$ cat src/rtl/ffha_pkg.sv
// ----------------------------------------------------------------------------
// ffha_pkg
// Shared types, codes and helpers of the first-fit heap allocator.
// ----------------------------------------------------------------------------
package ffha_pkg;

  localparam int FIELD_W   = 20;
  localparam int TYPE_W    = 2;
  localparam int STAT_W    = 2;
  localparam int HREG_W    = 7;
  localparam int HDR_W     = 8;
  localparam int CFG_IDX_W = 1;
  localparam int SIZE_GRAIN = 16;

  localparam logic [FIELD_W-1:0] HEAP_RESET = 20'd65536;
  localparam logic [HREG_W-1:0]  HDR_RESET  = 7'd16;
  localparam logic [HDR_W-1:0]   HDR_DFLT   = 8'd16;

  localparam logic [CFG_IDX_W-1:0] CFG_HEAP = 1'b0;
  localparam logic [CFG_IDX_W-1:0] CFG_HDR  = 1'b1;

  typedef enum logic [TYPE_W-1:0] {
    REQ_ALLOC  = 2'd0,
    REQ_FREE   = 2'd1,
    REQ_RESIZE = 2'd2,
    REQ_REINIT = 2'd3
  } req_e_t;

  typedef enum logic [STAT_W-1:0] {
    ST_OK       = 2'd0,
    ST_NO_SPACE = 2'd1,
    ST_UNKNOWN  = 2'd2
  } status_e_t;

  typedef enum logic [3:0] {
    S_INIT, S_IDLE, S_WCHK, S_SPLIT, S_SPLIT_WN, S_SPLIT_NX, S_SPLIT_END,
    S_GROW_OLD, S_REL, S_REL_PCHK, S_REL_NEXT, S_REL_NCHK, S_MERGE, S_PFIX,
    S_FIN_W, S_OUT
  } fsm_t;

  typedef struct packed {
    logic [TYPE_W-1:0]  req_type;
    logic [FIELD_W-1:0] req_bytes;
    logic [FIELD_W-1:0] handle;
  } req_t;

  typedef struct packed {
    status_e_t          status;
    logic [FIELD_W-1:0] data_offset;
    logic [FIELD_W-1:0] granted_bytes;
  } rsp_t;

  function automatic logic [FIELD_W:0] round_up16(input logic [FIELD_W-1:0] v);
    logic [FIELD_W:0] s;
    s = {1'b0, v} + (FIELD_W+1)'(SIZE_GRAIN - 1);
    return s & ~((FIELD_W+1)'(SIZE_GRAIN - 1));
  endfunction

  function automatic logic [HDR_W-1:0] hdr_round(input logic [HREG_W-1:0] v);
    logic [HDR_W-1:0] s;
    s = ({1'b0, v} + HDR_W'(SIZE_GRAIN - 1)) & ~HDR_W'(SIZE_GRAIN - 1);
    return (s == '0) ? HDR_DFLT : s;
  endfunction

endpackage

$ cat src/rtl/ffha_if.sv
// ----------------------------------------------------------------------------
// ffha_if
// Valid/ready channels of the heap allocator: request, response, config.
// ----------------------------------------------------------------------------
interface ffha_req_if;
  logic                          valid;
  logic                          ready;
  logic [ffha_pkg::TYPE_W-1:0]   req_type;
  logic [ffha_pkg::FIELD_W-1:0]  req_bytes;
  logic [ffha_pkg::FIELD_W-1:0]  handle;
  modport source (output valid, req_type, req_bytes, handle, input ready);
  modport sink   (input valid, req_type, req_bytes, handle, output ready);
  modport mon    (input valid, ready, req_type, req_bytes, handle);
endinterface

interface ffha_rsp_if;
  logic                          valid;
  logic                          ready;
  logic [ffha_pkg::STAT_W-1:0]   status;
  logic [ffha_pkg::FIELD_W-1:0]  data_offset;
  logic [ffha_pkg::FIELD_W-1:0]  granted_bytes;
  modport source (output valid, status, data_offset, granted_bytes, input ready);
  modport sink   (input valid, status, data_offset, granted_bytes, output ready);
  modport mon    (input valid, ready, status, data_offset, granted_bytes);
endinterface

interface ffha_cfg_if;
  logic                           valid;
  logic                           ready;
  logic [ffha_pkg::CFG_IDX_W-1:0] index;
  logic [ffha_pkg::FIELD_W-1:0]   data;
  modport source (output valid, index, data, input ready);
  modport sink   (input valid, index, data, output ready);
endinterface

$ cat src/rtl/ffha_ram.sv
// ----------------------------------------------------------------------------
// ffha_ram
// Generic simple dual-port RAM, one write and one registered read port.
// ----------------------------------------------------------------------------
module ffha_ram #(
  parameter int WIDTH = 8,
  parameter int DEPTH = 16
) (
  input  logic                     clk,
  input  logic                     we,
  input  logic [$clog2(DEPTH)-1:0] waddr,
  input  logic [WIDTH-1:0]         wdata,
  input  logic [$clog2(DEPTH)-1:0] raddr,
  output logic [WIDTH-1:0]         rdata
);

  logic [WIDTH-1:0] mem [DEPTH];

  always_ff @(posedge clk) begin
    if (we) begin
      mem[waddr] <= wdata;
    end
    rdata <= mem[raddr];
  end

endmodule

$ cat src/rtl/ffha_slots.sv
// ----------------------------------------------------------------------------
// ffha_slots
// Live-slot bitmap of the segment table and lowest free slot finder.
// ----------------------------------------------------------------------------
module ffha_slots #(
  parameter int MAX_SEGMENTS = 64
) (
  input  logic                            clk,
  input  logic                            rst_n,
  input  logic                            clear_all,
  input  logic                            set_en,
  input  logic [$clog2(MAX_SEGMENTS)-1:0] set_idx,
  input  logic                            clr_en,
  input  logic [$clog2(MAX_SEGMENTS)-1:0] clr_idx,
  output logic                            free_ok,
  output logic [$clog2(MAX_SEGMENTS)-1:0] free_idx
);

  localparam int IW = $clog2(MAX_SEGMENTS);

  logic [MAX_SEGMENTS-1:0] live_r, live_nxt;

  always_comb begin
    live_nxt = live_r;
    if (clear_all) begin
      live_nxt = MAX_SEGMENTS'(1);
    end else begin
      if (set_en) live_nxt[set_idx] = 1'b1;
      if (clr_en) live_nxt[clr_idx] = 1'b0;
    end
  end

  always_ff @(posedge clk) begin
    if (!rst_n) begin
      live_r <= MAX_SEGMENTS'(1);
    end else begin
      live_r <= live_nxt;
    end
  end

  // slot zero always holds the list head and is never handed out
  always_comb begin
    free_ok  = 1'b0;
    free_idx = '0;
    for (int i = MAX_SEGMENTS - 1; i > 0; i--) begin
      if (!live_r[i]) begin
        free_ok  = 1'b1;
        free_idx = IW'(i);
      end
    end
  end

endmodule

$ cat src/rtl/ffha_seq.sv
// ----------------------------------------------------------------------------
// ffha_seq
// Request sequencer: walks, splits and merges segments held in the table RAM.
// ----------------------------------------------------------------------------
module ffha_seq #(
  parameter int MAX_SEGMENTS   = 64,
  parameter int HEAP_ADDR_BITS = 20
) (
  input  logic                          clk,
  input  logic                          rst_n,
  input  logic                          req_valid,
  output logic                          req_ready,
  input  ffha_pkg::req_t                req,
  input  logic [ffha_pkg::FIELD_W-1:0]  heap_bytes,
  input  logic [ffha_pkg::HREG_W-1:0]   header_bytes,
  output logic                          cfg_ok,
  output logic                          rsp_valid,
  input  logic                          rsp_ready,
  output ffha_pkg::rsp_t                rsp
);

  localparam int A  = HEAP_ADDR_BITS;
  localparam int FW = ffha_pkg::FIELD_W;
  localparam int IW = $clog2(MAX_SEGMENTS);
  localparam int LW = $clog2(MAX_SEGMENTS + 1);
  localparam int CW = ((A > FW) ? A : FW) + 2;
  localparam logic [LW-1:0] NONE = LW'(MAX_SEGMENTS);

  typedef struct packed {
    logic [A-1:0]  start;
    logic [A-1:0]  size;
    logic          used;
    logic [LW-1:0] next;
    logic [LW-1:0] prev;
  } ent_t;

  localparam int EW = $bits(ent_t);

  ffha_pkg::fsm_t   state_r, state_nxt, ret_r, ret_nxt;
  ffha_pkg::req_e_t type_r, type_nxt;
  logic             silent_r, silent_nxt;
  logic             alloc_r, alloc_nxt;
  logic             grow_r, grow_nxt;
  logic             shrink_r, shrink_nxt;
  logic [FW:0]      need_r, need_nxt;
  logic [FW-1:0]    handle_r, handle_nxt;
  logic [ffha_pkg::HDR_W-1:0] hdr_r, hdr_nxt;
  logic [IW-1:0]    ws_r, ws_nxt, c_r, c_nxt, xs_r, xs_nxt, ns_r, ns_nxt, os_r, os_nxt;
  logic [IW-1:0]    steps_r, steps_nxt;
  ent_t             cur_r, cur_nxt, xent_r, xent_nxt, nent_r, nent_nxt;
  ffha_pkg::rsp_t   res_r, res_nxt;

  logic             we;
  logic [IW-1:0]    wa, ra;
  ent_t             wd;
  logic [EW-1:0]    rd_raw;
  ent_t             e;

  logic             clear_all, set_en, clr_en, free_ok;
  logic [IW-1:0]    free_idx;

  logic [CW-1:0]    need_x, hdr_x, e_off, cur_off, cur_size_x, rem, heap_x, hdr_new_x;
  logic             e_hit, split_ok;
  logic [ffha_pkg::HDR_W-1:0] hdr_new;

  ffha_ram #(.WIDTH(EW), .DEPTH(MAX_SEGMENTS)) u_tab (
    .clk   (clk),
    .we    (we),
    .waddr (wa),
    .wdata (EW'(wd)),
    .raddr (ra),
    .rdata (rd_raw)
  );

  ffha_slots #(.MAX_SEGMENTS(MAX_SEGMENTS)) u_slots (
    .clk       (clk),
    .rst_n     (rst_n),
    .clear_all (clear_all),
    .set_en    (set_en),
    .set_idx   (free_idx),
    .clr_en    (clr_en),
    .clr_idx   (xs_r),
    .free_ok   (free_ok),
    .free_idx  (free_idx)
  );

  assign e          = ent_t'(rd_raw);
  assign need_x     = CW'(need_r);
  assign hdr_x      = CW'(hdr_r);
  assign e_off      = CW'(e.start) + hdr_x;
  assign cur_off    = CW'(cur_r.start) + hdr_x;
  assign cur_size_x = CW'(cur_r.size);
  assign rem        = cur_size_x - need_x;
  assign split_ok   = (rem >= hdr_x + CW'(ffha_pkg::SIZE_GRAIN)) && free_ok;
  assign hdr_new    = ffha_pkg::hdr_round(header_bytes);
  assign hdr_new_x  = CW'(hdr_new);
  assign heap_x     = CW'(heap_bytes);
  assign e_hit      = alloc_r ? (!e.used && CW'(e.size) >= need_x)
                              : (e.used && e_off[FW-1:0] == handle_r);

  assign req_ready = (state_r == ffha_pkg::S_IDLE);
  assign rsp_valid = (state_r == ffha_pkg::S_OUT);
  assign rsp       = res_r;
  assign cfg_ok    = (state_r != ffha_pkg::S_INIT);

  always_ff @(posedge clk) begin
    if (!rst_n) begin
      state_r  <= ffha_pkg::S_INIT;
      ret_r    <= ffha_pkg::S_OUT;
      silent_r <= 1'b1;
      hdr_r    <= ffha_pkg::HDR_DFLT;
    end else begin
      state_r  <= state_nxt;
      ret_r    <= ret_nxt;
      silent_r <= silent_nxt;
      hdr_r    <= hdr_nxt;
    end
  end

  always_ff @(posedge clk) begin
    type_r   <= type_nxt;
    alloc_r  <= alloc_nxt;
    grow_r   <= grow_nxt;
    shrink_r <= shrink_nxt;
    need_r   <= need_nxt;
    handle_r <= handle_nxt;
    ws_r     <= ws_nxt;
    c_r      <= c_nxt;
    xs_r     <= xs_nxt;
    ns_r     <= ns_nxt;
    os_r     <= os_nxt;
    steps_r  <= steps_nxt;
    cur_r    <= cur_nxt;
    xent_r   <= xent_nxt;
    nent_r   <= nent_nxt;
    res_r    <= res_nxt;
  end

  always_comb begin
    state_nxt  = state_r;
    ret_nxt    = ret_r;
    silent_nxt = silent_r;
    hdr_nxt    = hdr_r;
    type_nxt   = type_r;
    alloc_nxt  = alloc_r;
    grow_nxt   = grow_r;
    shrink_nxt = shrink_r;
    need_nxt   = need_r;
    handle_nxt = handle_r;
    ws_nxt     = ws_r;
    c_nxt      = c_r;
    xs_nxt     = xs_r;
    ns_nxt     = ns_r;
    os_nxt     = os_r;
    steps_nxt  = steps_r;
    cur_nxt    = cur_r;
    xent_nxt   = xent_r;
    nent_nxt   = nent_r;
    res_nxt    = res_r;
    we         = 1'b0;
    wa         = c_r;
    wd         = cur_r;
    ra         = ws_r;
    clear_all  = 1'b0;
    set_en     = 1'b0;
    clr_en     = 1'b0;

    unique case (state_r)
      ffha_pkg::S_INIT: begin
        we         = 1'b1;
        wa         = '0;
        wd.start   = '0;
        wd.size    = (heap_x >= hdr_new_x) ? A'(heap_x - hdr_new_x) : '0;
        wd.used    = 1'b0;
        wd.next    = NONE;
        wd.prev    = NONE;
        clear_all  = 1'b1;
        hdr_nxt    = hdr_new;
        silent_nxt = 1'b0;
        res_nxt    = '{ffha_pkg::ST_OK, '0, '0};
        state_nxt  = silent_r ? ffha_pkg::S_IDLE : ffha_pkg::S_OUT;
      end

      ffha_pkg::S_IDLE: begin
        ra = '0;
        if (req_valid) begin
          type_nxt   = ffha_pkg::req_e_t'(req.req_type);
          need_nxt   = ffha_pkg::round_up16(req.req_bytes);
          handle_nxt = req.handle;
          alloc_nxt  = (ffha_pkg::req_e_t'(req.req_type) == ffha_pkg::REQ_ALLOC);
          grow_nxt   = 1'b0;
          ws_nxt     = '0;
          steps_nxt  = '0;
          state_nxt  = (ffha_pkg::req_e_t'(req.req_type) == ffha_pkg::REQ_REINIT)
                       ? ffha_pkg::S_INIT : ffha_pkg::S_WCHK;
        end
      end

      // one list entry checked per cycle; next read issued as this one is judged
      ffha_pkg::S_WCHK: begin
        if (e_hit) begin
          c_nxt   = ws_r;
          cur_nxt = e;
          if (alloc_r) begin
            cur_nxt.used = 1'b1;
            shrink_nxt   = 1'b0;
            state_nxt    = ffha_pkg::S_SPLIT;
          end else if (type_r == ffha_pkg::REQ_FREE) begin
            res_nxt      = '{ffha_pkg::ST_OK, handle_r, '0};
            cur_nxt.used = 1'b0;
            state_nxt    = ffha_pkg::S_REL;
          end else if (CW'(e.size) > need_x) begin
            shrink_nxt = 1'b1;
            state_nxt  = ffha_pkg::S_SPLIT;
          end else if (CW'(e.size) < need_x) begin
            // grow: kept segment is the answer unless the new alloc succeeds
            os_nxt    = ws_r;
            res_nxt   = '{ffha_pkg::ST_NO_SPACE, handle_r, FW'(CW'(e.size))};
            alloc_nxt = 1'b1;
            grow_nxt  = 1'b1;
            ra        = '0;
            ws_nxt    = '0;
            steps_nxt = '0;
          end else begin
            res_nxt   = '{ffha_pkg::ST_OK, handle_r, FW'(CW'(e.size))};
            state_nxt = ffha_pkg::S_OUT;
          end
        end else if (e.next == NONE || steps_r == IW'(MAX_SEGMENTS - 1)) begin
          if (!grow_r) begin
            res_nxt = alloc_r ? '{ffha_pkg::ST_NO_SPACE, '0, '0}
                              : '{ffha_pkg::ST_UNKNOWN, '0, '0};
          end
          state_nxt = ffha_pkg::S_OUT;
        end else begin
          ra        = e.next[IW-1:0];
          ws_nxt    = e.next[IW-1:0];
          steps_nxt = steps_r + IW'(1);
        end
      end

      ffha_pkg::S_SPLIT: begin
        we = 1'b1;
        if (split_ok) begin
          set_en         = 1'b1;
          ns_nxt         = free_idx;
          nent_nxt.start = A'(cur_off + need_x);
          nent_nxt.size  = A'(rem - hdr_x);
          nent_nxt.used  = 1'b0;
          nent_nxt.next  = cur_r.next;
          nent_nxt.prev  = LW'(c_r);
          wd.size        = A'(need_x);
          wd.next        = LW'(free_idx);
          res_nxt        = '{ffha_pkg::ST_OK, cur_off[FW-1:0], FW'(need_x)};
          state_nxt      = ffha_pkg::S_SPLIT_WN;
        end else begin
          res_nxt   = '{ffha_pkg::ST_OK, cur_off[FW-1:0], FW'(cur_size_x)};
          state_nxt = ffha_pkg::S_SPLIT_END;
        end
      end

      ffha_pkg::S_SPLIT_WN: begin
        we = 1'b1;
        wa = ns_r;
        wd = nent_r;
        ra = nent_r.next[IW-1:0];
        state_nxt = (nent_r.next != NONE) ? ffha_pkg::S_SPLIT_NX : ffha_pkg::S_SPLIT_END;
      end

      // successor of the new tail: merge it on shrink, else relink it
      ffha_pkg::S_SPLIT_NX: begin
        if (shrink_r && !e.used) begin
          c_nxt     = ns_r;
          cur_nxt   = nent_r;
          xs_nxt    = nent_r.next[IW-1:0];
          xent_nxt  = e;
          ret_nxt   = ffha_pkg::S_FIN_W;
          state_nxt = ffha_pkg::S_MERGE;
        end else begin
          we        = 1'b1;
          wa        = nent_r.next[IW-1:0];
          wd        = e;
          wd.prev   = LW'(ns_r);
          state_nxt = ffha_pkg::S_SPLIT_END;
        end
      end

      ffha_pkg::S_SPLIT_END: begin
        ra        = os_r;
        state_nxt = grow_r ? ffha_pkg::S_GROW_OLD : ffha_pkg::S_OUT;
      end

      ffha_pkg::S_GROW_OLD: begin
        c_nxt        = os_r;
        cur_nxt      = e;
        cur_nxt.used = 1'b0;
        grow_nxt     = 1'b0;
        state_nxt    = ffha_pkg::S_REL;
      end

      ffha_pkg::S_REL: begin
        ra        = cur_r.prev[IW-1:0];
        state_nxt = (cur_r.prev != NONE) ? ffha_pkg::S_REL_PCHK : ffha_pkg::S_REL_NEXT;
      end

      ffha_pkg::S_REL_PCHK: begin
        if (!e.used) begin
          xs_nxt    = c_r;
          xent_nxt  = cur_r;
          c_nxt     = cur_r.prev[IW-1:0];
          cur_nxt   = e;
          ret_nxt   = ffha_pkg::S_REL_NEXT;
          state_nxt = ffha_pkg::S_MERGE;
        end else begin
          state_nxt = ffha_pkg::S_REL_NEXT;
        end
      end

      ffha_pkg::S_REL_NEXT: begin
        ra        = cur_r.next[IW-1:0];
        state_nxt = (cur_r.next != NONE) ? ffha_pkg::S_REL_NCHK : ffha_pkg::S_FIN_W;
      end

      ffha_pkg::S_REL_NCHK: begin
        if (!e.used) begin
          xs_nxt    = cur_r.next[IW-1:0];
          xent_nxt  = e;
          ret_nxt   = ffha_pkg::S_FIN_W;
          state_nxt = ffha_pkg::S_MERGE;
        end else begin
          state_nxt = ffha_pkg::S_FIN_W;
        end
      end

      // working segment absorbs xent; its successor gets relinked in PFIX
      ffha_pkg::S_MERGE: begin
        cur_nxt.size = A'(cur_size_x + hdr_x + CW'(xent_r.size));
        cur_nxt.next = xent_r.next;
        clr_en       = 1'b1;
        ra           = xent_r.next[IW-1:0];
        state_nxt    = (xent_r.next != NONE) ? ffha_pkg::S_PFIX : ret_r;
      end

      ffha_pkg::S_PFIX: begin
        we        = 1'b1;
        wa        = xent_r.next[IW-1:0];
        wd        = e;
        wd.prev   = LW'(c_r);
        state_nxt = ret_r;
      end

      ffha_pkg::S_FIN_W: begin
        we        = 1'b1;
        state_nxt = ffha_pkg::S_OUT;
      end

      ffha_pkg::S_OUT: begin
        if (rsp_ready) state_nxt = ffha_pkg::S_IDLE;
      end

      default: state_nxt = ffha_pkg::S_IDLE;
    endcase
  end

endmodule

$ cat src/rtl/first_fit_heap_allocator_top.sv
// ----------------------------------------------------------------------------
// first_fit_heap_allocator_top
// First-fit segment allocator with coalescing over a RAM-held segment list.
// ----------------------------------------------------------------------------
//  port     | dir | carries
//  in_req   | in  | req_type, req_bytes, handle
//  out_rsp  | out | status, data_offset, granted_bytes
//  cfg_wr   | in  | index, data (heap_bytes, header_bytes)
//
// Alloc and lookups walk the list one table read per cycle; the sequencer
// takes no new item from acceptance until its result has moved on, and a
// growing resize walks the list twice. Reinit rewrites slot zero.
// After reset slot zero is rewritten; no item or config write is taken then.
// A result waits in the output register; the next item is accepted meanwhile.
// ----------------------------------------------------------------------------
module first_fit_heap_allocator_top #(
  parameter int MAX_SEGMENTS   = 64,
  parameter int HEAP_ADDR_BITS = 20
) (
  input  logic        clk,
  input  logic        rst_n,
  ffha_req_if.sink    in_req,
  ffha_rsp_if.source  out_rsp,
  ffha_cfg_if.sink    cfg_wr
);

  logic [ffha_pkg::FIELD_W-1:0] heap_bytes_r, heap_bytes_nxt;
  logic [ffha_pkg::HREG_W-1:0]  header_bytes_r, header_bytes_nxt;
  logic                         out_valid_r, out_valid_nxt;
  ffha_pkg::rsp_t               out_r, out_nxt;
  ffha_pkg::rsp_t               rsp;
  ffha_pkg::req_t               req;
  logic                         rsp_valid, rsp_ready, cfg_ok;

  assign req = '{in_req.req_type, in_req.req_bytes, in_req.handle};

  ffha_seq #(
    .MAX_SEGMENTS   (MAX_SEGMENTS),
    .HEAP_ADDR_BITS (HEAP_ADDR_BITS)
  ) u_seq (
    .clk          (clk),
    .rst_n        (rst_n),
    .req_valid    (in_req.valid),
    .req_ready    (in_req.ready),
    .req          (req),
    .heap_bytes   (heap_bytes_r),
    .header_bytes (header_bytes_r),
    .cfg_ok       (cfg_ok),
    .rsp_valid    (rsp_valid),
    .rsp_ready    (rsp_ready),
    .rsp          (rsp)
  );

  assign cfg_wr.ready = cfg_ok;
  assign rsp_ready    = !out_valid_r || out_rsp.ready;

  always_comb begin
    heap_bytes_nxt   = heap_bytes_r;
    header_bytes_nxt = header_bytes_r;
    if (cfg_wr.valid && cfg_ok) begin
      unique case (cfg_wr.index)
        ffha_pkg::CFG_HEAP: heap_bytes_nxt   = cfg_wr.data;
        ffha_pkg::CFG_HDR:  header_bytes_nxt = cfg_wr.data[ffha_pkg::HREG_W-1:0];
        default: ;
      endcase
    end
  end

  always_comb begin
    out_valid_nxt = out_valid_r;
    out_nxt       = out_r;
    if (rsp_valid && rsp_ready) begin
      out_valid_nxt = 1'b1;
      out_nxt       = rsp;
    end else if (out_rsp.ready) begin
      out_valid_nxt = 1'b0;
    end
  end

  always_ff @(posedge clk) begin
    if (!rst_n) begin
      heap_bytes_r   <= ffha_pkg::HEAP_RESET;
      header_bytes_r <= ffha_pkg::HDR_RESET;
      out_valid_r    <= 1'b0;
    end else begin
      heap_bytes_r   <= heap_bytes_nxt;
      header_bytes_r <= header_bytes_nxt;
      out_valid_r    <= out_valid_nxt;
    end
  end

  always_ff @(posedge clk) begin
    out_r <= out_nxt;
  end

  assign out_rsp.valid         = out_valid_r;
  assign out_rsp.status        = out_r.status;
  assign out_rsp.data_offset   = out_r.data_offset;
  assign out_rsp.granted_bytes = out_r.granted_bytes;

endmodule

$ cat src/flat_wrapper.sv
// flat-port wrapper written by rule: the top's interface ports become plain ports
module first_fit_heap_allocator_top_flat 
#(
  parameter int MAX_SEGMENTS   = 64,
  parameter int HEAP_ADDR_BITS = 20
)
  (clk, rst_n, in_req_valid, in_req_req_type, in_req_req_bytes, in_req_handle, in_req_ready, out_rsp_valid, out_rsp_status, out_rsp_data_offset, out_rsp_granted_bytes, out_rsp_ready, cfg_wr_valid, cfg_wr_index, cfg_wr_data, cfg_wr_ready);
  ffha_req_if in_req_i ();
  ffha_rsp_if out_rsp_i ();
  ffha_cfg_if cfg_wr_i ();
  input  logic clk;
  input  logic rst_n;
  input wire logic [$bits(in_req_i.valid)-1:0] in_req_valid;
  input wire logic [$bits(in_req_i.req_type)-1:0] in_req_req_type;
  input wire logic [$bits(in_req_i.req_bytes)-1:0] in_req_req_bytes;
  input wire logic [$bits(in_req_i.handle)-1:0] in_req_handle;
  output wire logic [$bits(in_req_i.ready)-1:0] in_req_ready;
  output wire logic [$bits(out_rsp_i.valid)-1:0] out_rsp_valid;
  output wire logic [$bits(out_rsp_i.status)-1:0] out_rsp_status;
  output wire logic [$bits(out_rsp_i.data_offset)-1:0] out_rsp_data_offset;
  output wire logic [$bits(out_rsp_i.granted_bytes)-1:0] out_rsp_granted_bytes;
  input wire logic [$bits(out_rsp_i.ready)-1:0] out_rsp_ready;
  input wire logic [$bits(cfg_wr_i.valid)-1:0] cfg_wr_valid;
  input wire logic [$bits(cfg_wr_i.index)-1:0] cfg_wr_index;
  input wire logic [$bits(cfg_wr_i.data)-1:0] cfg_wr_data;
  output wire logic [$bits(cfg_wr_i.ready)-1:0] cfg_wr_ready;
  assign in_req_i.valid = in_req_valid;
  assign in_req_i.req_type = in_req_req_type;
  assign in_req_i.req_bytes = in_req_req_bytes;
  assign in_req_i.handle = in_req_handle;
  assign in_req_ready = in_req_i.ready;
  assign out_rsp_valid = out_rsp_i.valid;
  assign out_rsp_status = out_rsp_i.status;
  assign out_rsp_data_offset = out_rsp_i.data_offset;
  assign out_rsp_granted_bytes = out_rsp_i.granted_bytes;
  assign out_rsp_i.ready = out_rsp_ready;
  assign cfg_wr_i.valid = cfg_wr_valid;
  assign cfg_wr_i.index = cfg_wr_index;
  assign cfg_wr_i.data = cfg_wr_data;
  assign cfg_wr_ready = cfg_wr_i.ready;
  first_fit_heap_allocator_top #(.MAX_SEGMENTS(MAX_SEGMENTS), .HEAP_ADDR_BITS(HEAP_ADDR_BITS)) u_core (.clk(clk), .rst_n(rst_n), .in_req(in_req_i), .out_rsp(out_rsp_i), .cfg_wr(cfg_wr_i));
endmodule
$ cat config.mk
export PLATFORM = sky130hd
export DESIGN_NAME = first_fit_heap_allocator_top_flat
export DESIGN_NICKNAME = d
export VERILOG_FILES = /design/src/rtl/ffha_pkg.sv /design/src/rtl/ffha_if.sv /design/src/rtl/ffha_ram.sv /design/src/rtl/ffha_slots.sv /design/src/rtl/ffha_seq.sv /design/src/rtl/first_fit_heap_allocator_top.sv /design/src/flat_wrapper.sv
export SDC_FILE = /design/constraint.sdc
export NUM_CORES = 2
export LEC_CHECK = 0
export BUFFER_PORTS_ARGS = -buffer_cell sky130_fd_sc_hd__buf_2
export CELL_PAD_IN_SITES_DETAIL_PLACEMENT = 2
export CELL_PAD_IN_SITES_GLOBAL_PLACEMENT = 2
export CORE_UTILIZATION = 45
export DETAILED_ROUTE_END_ITERATION = 7
export GPL_ROUTABILITY_DRIVEN = 1
export GPL_TIMING_DRIVEN = 1
export PLACE_DENSITY_LB_ADDON = 0.1
export SLEW_MARGIN = 20
export SYNTH_ARGS = -nofsm -noshare
export SYNTH_HDL_FRONTEND = slang
export SYNTH_SLANG_ARGS = --single-unit
export TNS_END_PERCENT = 1
$ cat constraint.sdc
create_clock -name clk -period 10.5 [get_ports clk]
set_clock_uncertainty 0.05 [all_clocks]
set_input_delay 1.05 -clock clk [delete_from_list [all_inputs] [get_ports clk]]
set_output_delay 1.05 -clock clk [all_outputs]
set_load 0.01 [all_outputs]
# Word-level counts from Yosys, hierarchy flattened
# Memory sizes are Yosys's and may differ from the RTL's. A register that Yosys moved wholly into a read port is not among the register bits.
# Cells that the tools add are included.
# word_totals
ram_bits	3520
latch_bits	0
out_inout_bits	45
mem_bits_ro	0
word_cells	396
ff_bits	406
memories	1
# mem_list
memory	words	width	rd	rd_ports_with_merged_regs	write_ports	line_no	source
u_core.u_seq.u_tab.mem	64	55	1	1	1	ffha_ram.sv:17	logic [WIDTH-1:0] mem [DEPTH];
# classes
bitwise_logic	8
n_reduce_logical	42
n_mux	243
add_sub_neg	12
shift	0
magnitude_cmp	9
div	0
multipliers	0
n_eq_ne	44
# op_table
op	n
6-bit two-way mux	83
42-bit two-way mux	7
55-bit two-way mux	4
20-bit one-hot mux with 5 select lines	2
64-bit two-way mux	3
20-bit one-hot mux with 4 select lines	2
42-bit one-hot mux with 3 select lines	1
35-bit one-hot mux with 3 select lines	1
1-bit two-way mux	91
35-bit two-way mux	2
7-bit one-hot mux with 5 select lines	2
64-bit bitwise AND	1
64-bit inverter	1
64-bit OR	1
4-bit one-hot mux with 16 select lines	1
20-bit by 8-bit adder with 20-bit output	3
20-bit two-way mux	3
4-bit two-way mux	15
7-bit one-hot mux with 4 select lines	2
6-bit one-hot mux with 4 select lines	2
6-bit one-hot mux with 7 select lines	1
41-bit two-way mux	1
20-bit adder	2
20-bit by 8-bit subtractor with 20-bit output	2
56 further kinds	125

# Logic depth before layout (Yosys ltp)
# logic_depth
depth_word	72
mapped_depth	21
depth_no_buf	19

# Cells and area by module
# From an unflattened synthesis, not the netlist that was laid out.
# hier_totals
hier_cells	8057
hier_area_um2	157950.2
# by_module_without_submodules
module	n_inst	seq_area_each_um2	cells_per_inst	area_per_inst_um2
ffha_ram	1	106802.4	5717	134476.5
ffha_seq	1	7877.6	1774	17837.1
ffha_slots	1	1261.2	407	3270.6
first_fit_heap_allocator_top	1	1821.7	159	2366.0

# Worst setup path before layout
# OpenSTA, ideal clock, no wires.
# synth_timing
path_kind	register -> register
startpoint	reg u_core.u_seq.cur_r[19] (netlist bit)
endpoint	mem u_core.u_seq.u_tab.mem[0][10] (netlist bit), data pin
path_slack_ps	2905
t_required_ps	10084
period_less_slack_ps	7595
arrival_time_ps	7179
path_buffers	0
stages_incl_launch_ff	19
cell_sequence	edfxtp_1 > inv_1 > ha_1 > inv_1 > fa_1 > a21o_1 > a21oi_1 > o21ai_0 > a21oi_1 > o21ai_0 > a31o_2 > a21oi_1 > xor2_1 > o2111ai_1 > nor3_1 > o2111a_1 > or2_2 > nor2_1 > a221o_1
# synth_via
elab_chain_cells	5
# synth_lines
item	line_no	source
from (decl)	ffha_seq.sv:50	ent_t cur_r, cur_nxt, xent_r, xent_nxt, nent_r, nent_nxt;
from (signal assigned)	ffha_seq.sv:133	cur_r <= cur_nxt;
20-bit by 21-bit subtractor with 22-bit output	ffha_seq.sv:93	assign rem = cur_size_x - need_x;
22-bit by 9-bit >= comparator with 1-bit output	ffha_seq.sv:94	assign split_ok = (rem >= hdr_x + CW'(ffha_pkg::SIZE_GRAIN)) && free_ok;
1-bit logical AND	ffha_seq.sv:94	
7-bit two-way mux	ffha_seq.sv:243	if (split_ok) begin
7-bit one-hot mux with 5 select lines	ffha_seq.sv:168	unique case (state_r)
named net u_core.u_seq.u_tab.wdata[10]	ffha_ram.sv:12	input logic [WIDTH-1:0] wdata,
to (decl)	ffha_ram.sv:17	
# The timed path passes the listed nets, and every way through them passes these cells.

# Worst setup path after layout
# layout_timing
startpoint	reg u_core.u_seq.u_tab.rdata[39] (read register of u_core.u_seq.u_tab.mem)
endpoint	reg u_core.u_seq.u_tab.rdata[44] (read register of u_core.u_seq.u_tab.mem)
# layout_via
elab_chain_cells	6
# layout_lines
item	line_no	source
from (decl)	ffha_ram.sv:14	output logic [WIDTH-1:0] rdata
20-bit by 8-bit adder with 20-bit output	ffha_seq.sv:90	assign e_off = CW'(e.start) + hdr_x;
20-bit equality test	ffha_seq.sv:99	: (e.used && e_off[FW-1:0] == handle_r);
1-bit logical AND	ffha_seq.sv:99	
1-bit two-way mux	ffha_seq.sv:98	assign e_hit = alloc_r ? (!e.used && CW'(e.size) >= need_x)
6-bit two-way mux	--	
6-bit one-hot mux with 7 select lines	ffha_seq.sv:168	
# No other way between the ends.
# A chain may end at the register's enable or synchronous reset.

==> metrics.md <==
| Metric | Value |
|---|---|
| Final slew viol count | `0` |
| Wirelength per Cell | `40.6 microns` |
| Static Leak | `63.7 nW` |
| H-tree depth | `5` |
| Detailed placer's ending HPWL | `364000 microns` |
| CTS tree | `done` |
| DRC viols | `0` |
| Adder-cell share of the synthesized area | `less than 1%` |
| Reg clk slew, reported paths | `60 ps` |
| Synth cell types | `slightly above 90` |
| Comb pwr share | `between 40% and 50%` |
| Power Internal | `between 0.04 and 0.05 W` |
| Clk pwr share | `22.2%` |
| Via count | `107916` |
| First-pass GRT wire length | `around 900000 microns` |
| Seq pwr share | `between 30 and 40%` |
| Final Cycle Share | `77.3%` |
| Width of the die | `603 microns` |
| Total Power | `approximately 0.07 W` |
| Switching Share | `around 43%` |
| CP arrival | `8790 ps` |
| Sequential area share after synthesis | `72.3%` |
| Hold Path Class | `input pin to flop` |
| Clk buf depth | `4` |
| Sw Pwr | `between 0.03 and 0.04 W` |
| Simple-gate area share of the yosys netlist | `7.88%` |
| Synth Area in XOR/XNOR | `0.666%` |
| Starting Density | `45.3%` |
| Syn Area/Cell | `14.9 sq um` |
| Die span in y | `603 microns` |
| Vias in the first global route | `~110k` |
| Yosys warnings | `0` |
| Top cell type's share of synthesized area | `70.4%` |
| Congestion Overflow GR | `0` |
| Antenna viol nets, final | `0` |
| Synth Cell Area | `around 160000 sq um` |
| Final Hold Violating Endpoints | `0` |
| FFs w/ async S/R, synth | `0%` |
| Outcome | `complete, no violations` |
| CTS Root Buffer Type | `clkbuf_16` |
| Total nets after synthesis | `11116` |
| Fmax | `between 100 and 150 MHz` |
| Routed WL | `661000 microns` |
| Most common cell in the netlist | `edfxtp_1` |
| Number of hold buffers added after cts | `0` |
| Most used DFF post-synth | `edfxtp_1` |
| Worst setup SP type | `flop` |
| Critical Path End Type | `flop` |
| Final nets | `11320` |
| First-pass iteration count of the detailed router | `6` |
| # IOs | `113` |
| GRT Total Usage | `35.5%` |
| Worst-Skew Late Latency | `between 1000 and 1500 ps` |
| Area of the die | `364000 sq um` |
| Yosys reg bits | `between 3000 and 4000` |
| Max Cap Violations | `0` |
| Vias per cell | `approximately 6.6` |
| Core area | `359000 sq um` |
| Number of enable flip-flop cells after synthesis | `around 3800` |
| Peak supply drop | `0.493 mV` |
| Crit-path max FO | `between 90 and 100` |
| Num rows | `220` |
| RSZ-0062 raised after global routing | `no` |
| Port bufs | `around 110` |
| Area delta synth->final | `13.6%` |
| Final TNS setup | `0 ps` |
| Routability cong. | `around 0.86` |
| Slew HR | `17.7%` |
| Commonest cells in the netlist | `edfxtp_1, nand2_1, mux2i_1` |
| Crit path required time | `11170 ps` |
| CP Class | `flop to flop` |
| TritonCTS buffer count | `426` |
| Post-synthesis mux area share | `7.31%` |
| Share of cells above drive strength 1 | `a little under an eighth` |
| Largest family of logic cells by synthesized area | `compound AO/OA/AOI/OAI gates` |
| Number of antenna violations at the first check in global routing | `42` |
| Power Dens Cells | `383 nW/um^2` |
| Post-synthesis compound-gate area fraction | `8.89%` |
| Least-Margin Pin Slew | `1240 ps` |
| # clock sinks | `roughly 4000` |
| Setup violations, final | `0` |
| Post-synthesis instance total | `10934` |
| Register area | `118000 sq um` |
| Cell taking the most area after synthesis | `edfxtp_1` |
| Dpl ws | `2630 ps` |
| Initial DRC Count | `12808` |
| Post-CTS Setup Bufs | `0` |
| Multi-input logic area | `42800 sq um` |
| Pin count of the biggest net entering global routing | `about 170` |
| Resize count post-CTS | `0` |
| Top post-synthesis cells by area | `edfxtp_1, mux2i_1, nand2_1, a211oi_1, dfxtp_1` |
| Final worst slack | `2380 ps` |
| Final min period | `approximately 8000 ps` |
| Fillers | `32744` |
| Hold WS | `178 ps` |
## final timing paths
path | start | end | slack (ps) | depth (start not counted)
setup reg to reg | u_core.u_seq.u_tab.rdata[39] | u_core.u_seq.u_tab.rdata[44] | 2380 | 19
hold reg to reg | u_core.u_seq.rsp[40] | u_core.out_rsp.status[0] | 360 | 0
setup / recovery | u_core.u_seq.u_tab.rdata[39] | u_core.u_seq.u_tab.rdata[44] | 2380 | 19
hold / removal | in_req_handle[2] | u_core.u_seq.handle_r[2] | 180 | 1
## cell families (layout without fill, tap and decap cells)
group / after synthesis / count (layout)
flops: 3974 / 3974
compound gates: 1959 / 1959
simple gates: 2794 / 2794
xor+xnor: 122 / 122
mux: 1184 / 1184
fa+ha+maj: 114 / 114
buf+inv: 787 / 1355
other cells: 0 / 10
## flip-flops by register name, summed over array words and instances (netlist names), 4 cells and up
name,flops
u_core.u_seq.rsp,42
u_core.u_seq.cur_r,55
u_core.u_seq.u_slots.live_r,63
u_core.u_seq.xent_r,27
u_core.u_seq.c_r,6
u_core.u_seq.state_r,4
u_core.out_rsp.granted_bytes,20
u_core.out_rsp.data_offset,20
u_core.u_seq.nent_r,53
u_core.u_seq.steps_r,6
u_core.u_seq.u_tab.mem,3520
u_core.u_seq.os_r,6
u_core.u_seq.xs_r,6
u_core.u_seq.handle_r,20
u_core.u_seq.ws_r,6
u_core.heap_bytes_r,20
u_core.u_seq.hdr_r,4
u_core.u_seq.ns_r,6
u_core.u_seq.need_r,17
u_core.header_bytes_r,7
u_core.u_seq.u_tab.rdata,55
## power by group through the flow
stage          Sequential (W)  Combinational (W)  Clock (W)
2_1_floorplan          0.0233             0.0185          0
3_3_place_gp           0.0237             0.0289          0
3_5_place_dp           0.0238             0.0306          0
4_1_cts                0.0235             0.0312     0.0158
5_1_grt                0.0236             0.0329     0.0163
6_report               0.0236             0.0316     0.0157
## layer usage
metal	routed length, microns	vias to the layer above	share of wire [%]	track usage, %
met2	316000	5470	48	58.9
met3	53000	1528	8.0	5.68
met5	82	-	0.012	0
met4	33500	14	5.1	15.4
met1	258000	58115	39	46.2
li1	-	42789	-	-
## placed cells by master, fill, tap and decap left out, drive strengths merged, types with 206 or more instances in the layout
| master | instances |
|---|---|
| nand2 | 1589 |
| edfxtp | 3817 |
| clkbuf | 550 |
| a211oi | 558 |
| and2 | 448 |
| buf | 430 |
| mux2i | 1150 |
| a31oi | 260 |
| nor2 | 252 |
| a21oi | 206 |
| a311oi | 217 |
## layout make-up
class / instances / share of cell area, %
diodes: 10 / 0.0135
clock buffers: 550 / 6.25
clock inverters: 242 / 1.41
inverters: 133 / 0.271
multi-input cells: 6173 / 23.1
flip-flops and latches: 3974 / 63.7
well taps: 4773 / 3.23
repair buffers: 430 / 1.99
## critical path: stages, from the launching register on
cell      delay, ps
dfxtp_1         810
ha_1            310
inv_1            60
fa_1            390
xor3_1          440
nand4_1         120
or4_1           570
a2111o_1        430
a211oi_2        220
nand4_2         260
nand2_2         270
a21oi_1         130
o22ai_4         270
buf_12          450
or4_4           890
buf_4           510
a311oi_1         90
nor4_1          560
and3_1          420
nand3_1         400
## per-stage QoR
step / instances / utilization, % / area (sq um)
5_1_grt: 16278 / 51.4 / 185000
3_5_place_dp: 15482 / 47.5 / 171000
4_1_cts: 16274 / 51.4 / 185000
6_report: 16285 / 51.4 / 185000
2_1_floorplan: 10934 / - / 163000
3_3_place_gp: 15477 / 47.4 / 171000
No activity file was read; power rests on OpenSTA's default activity.
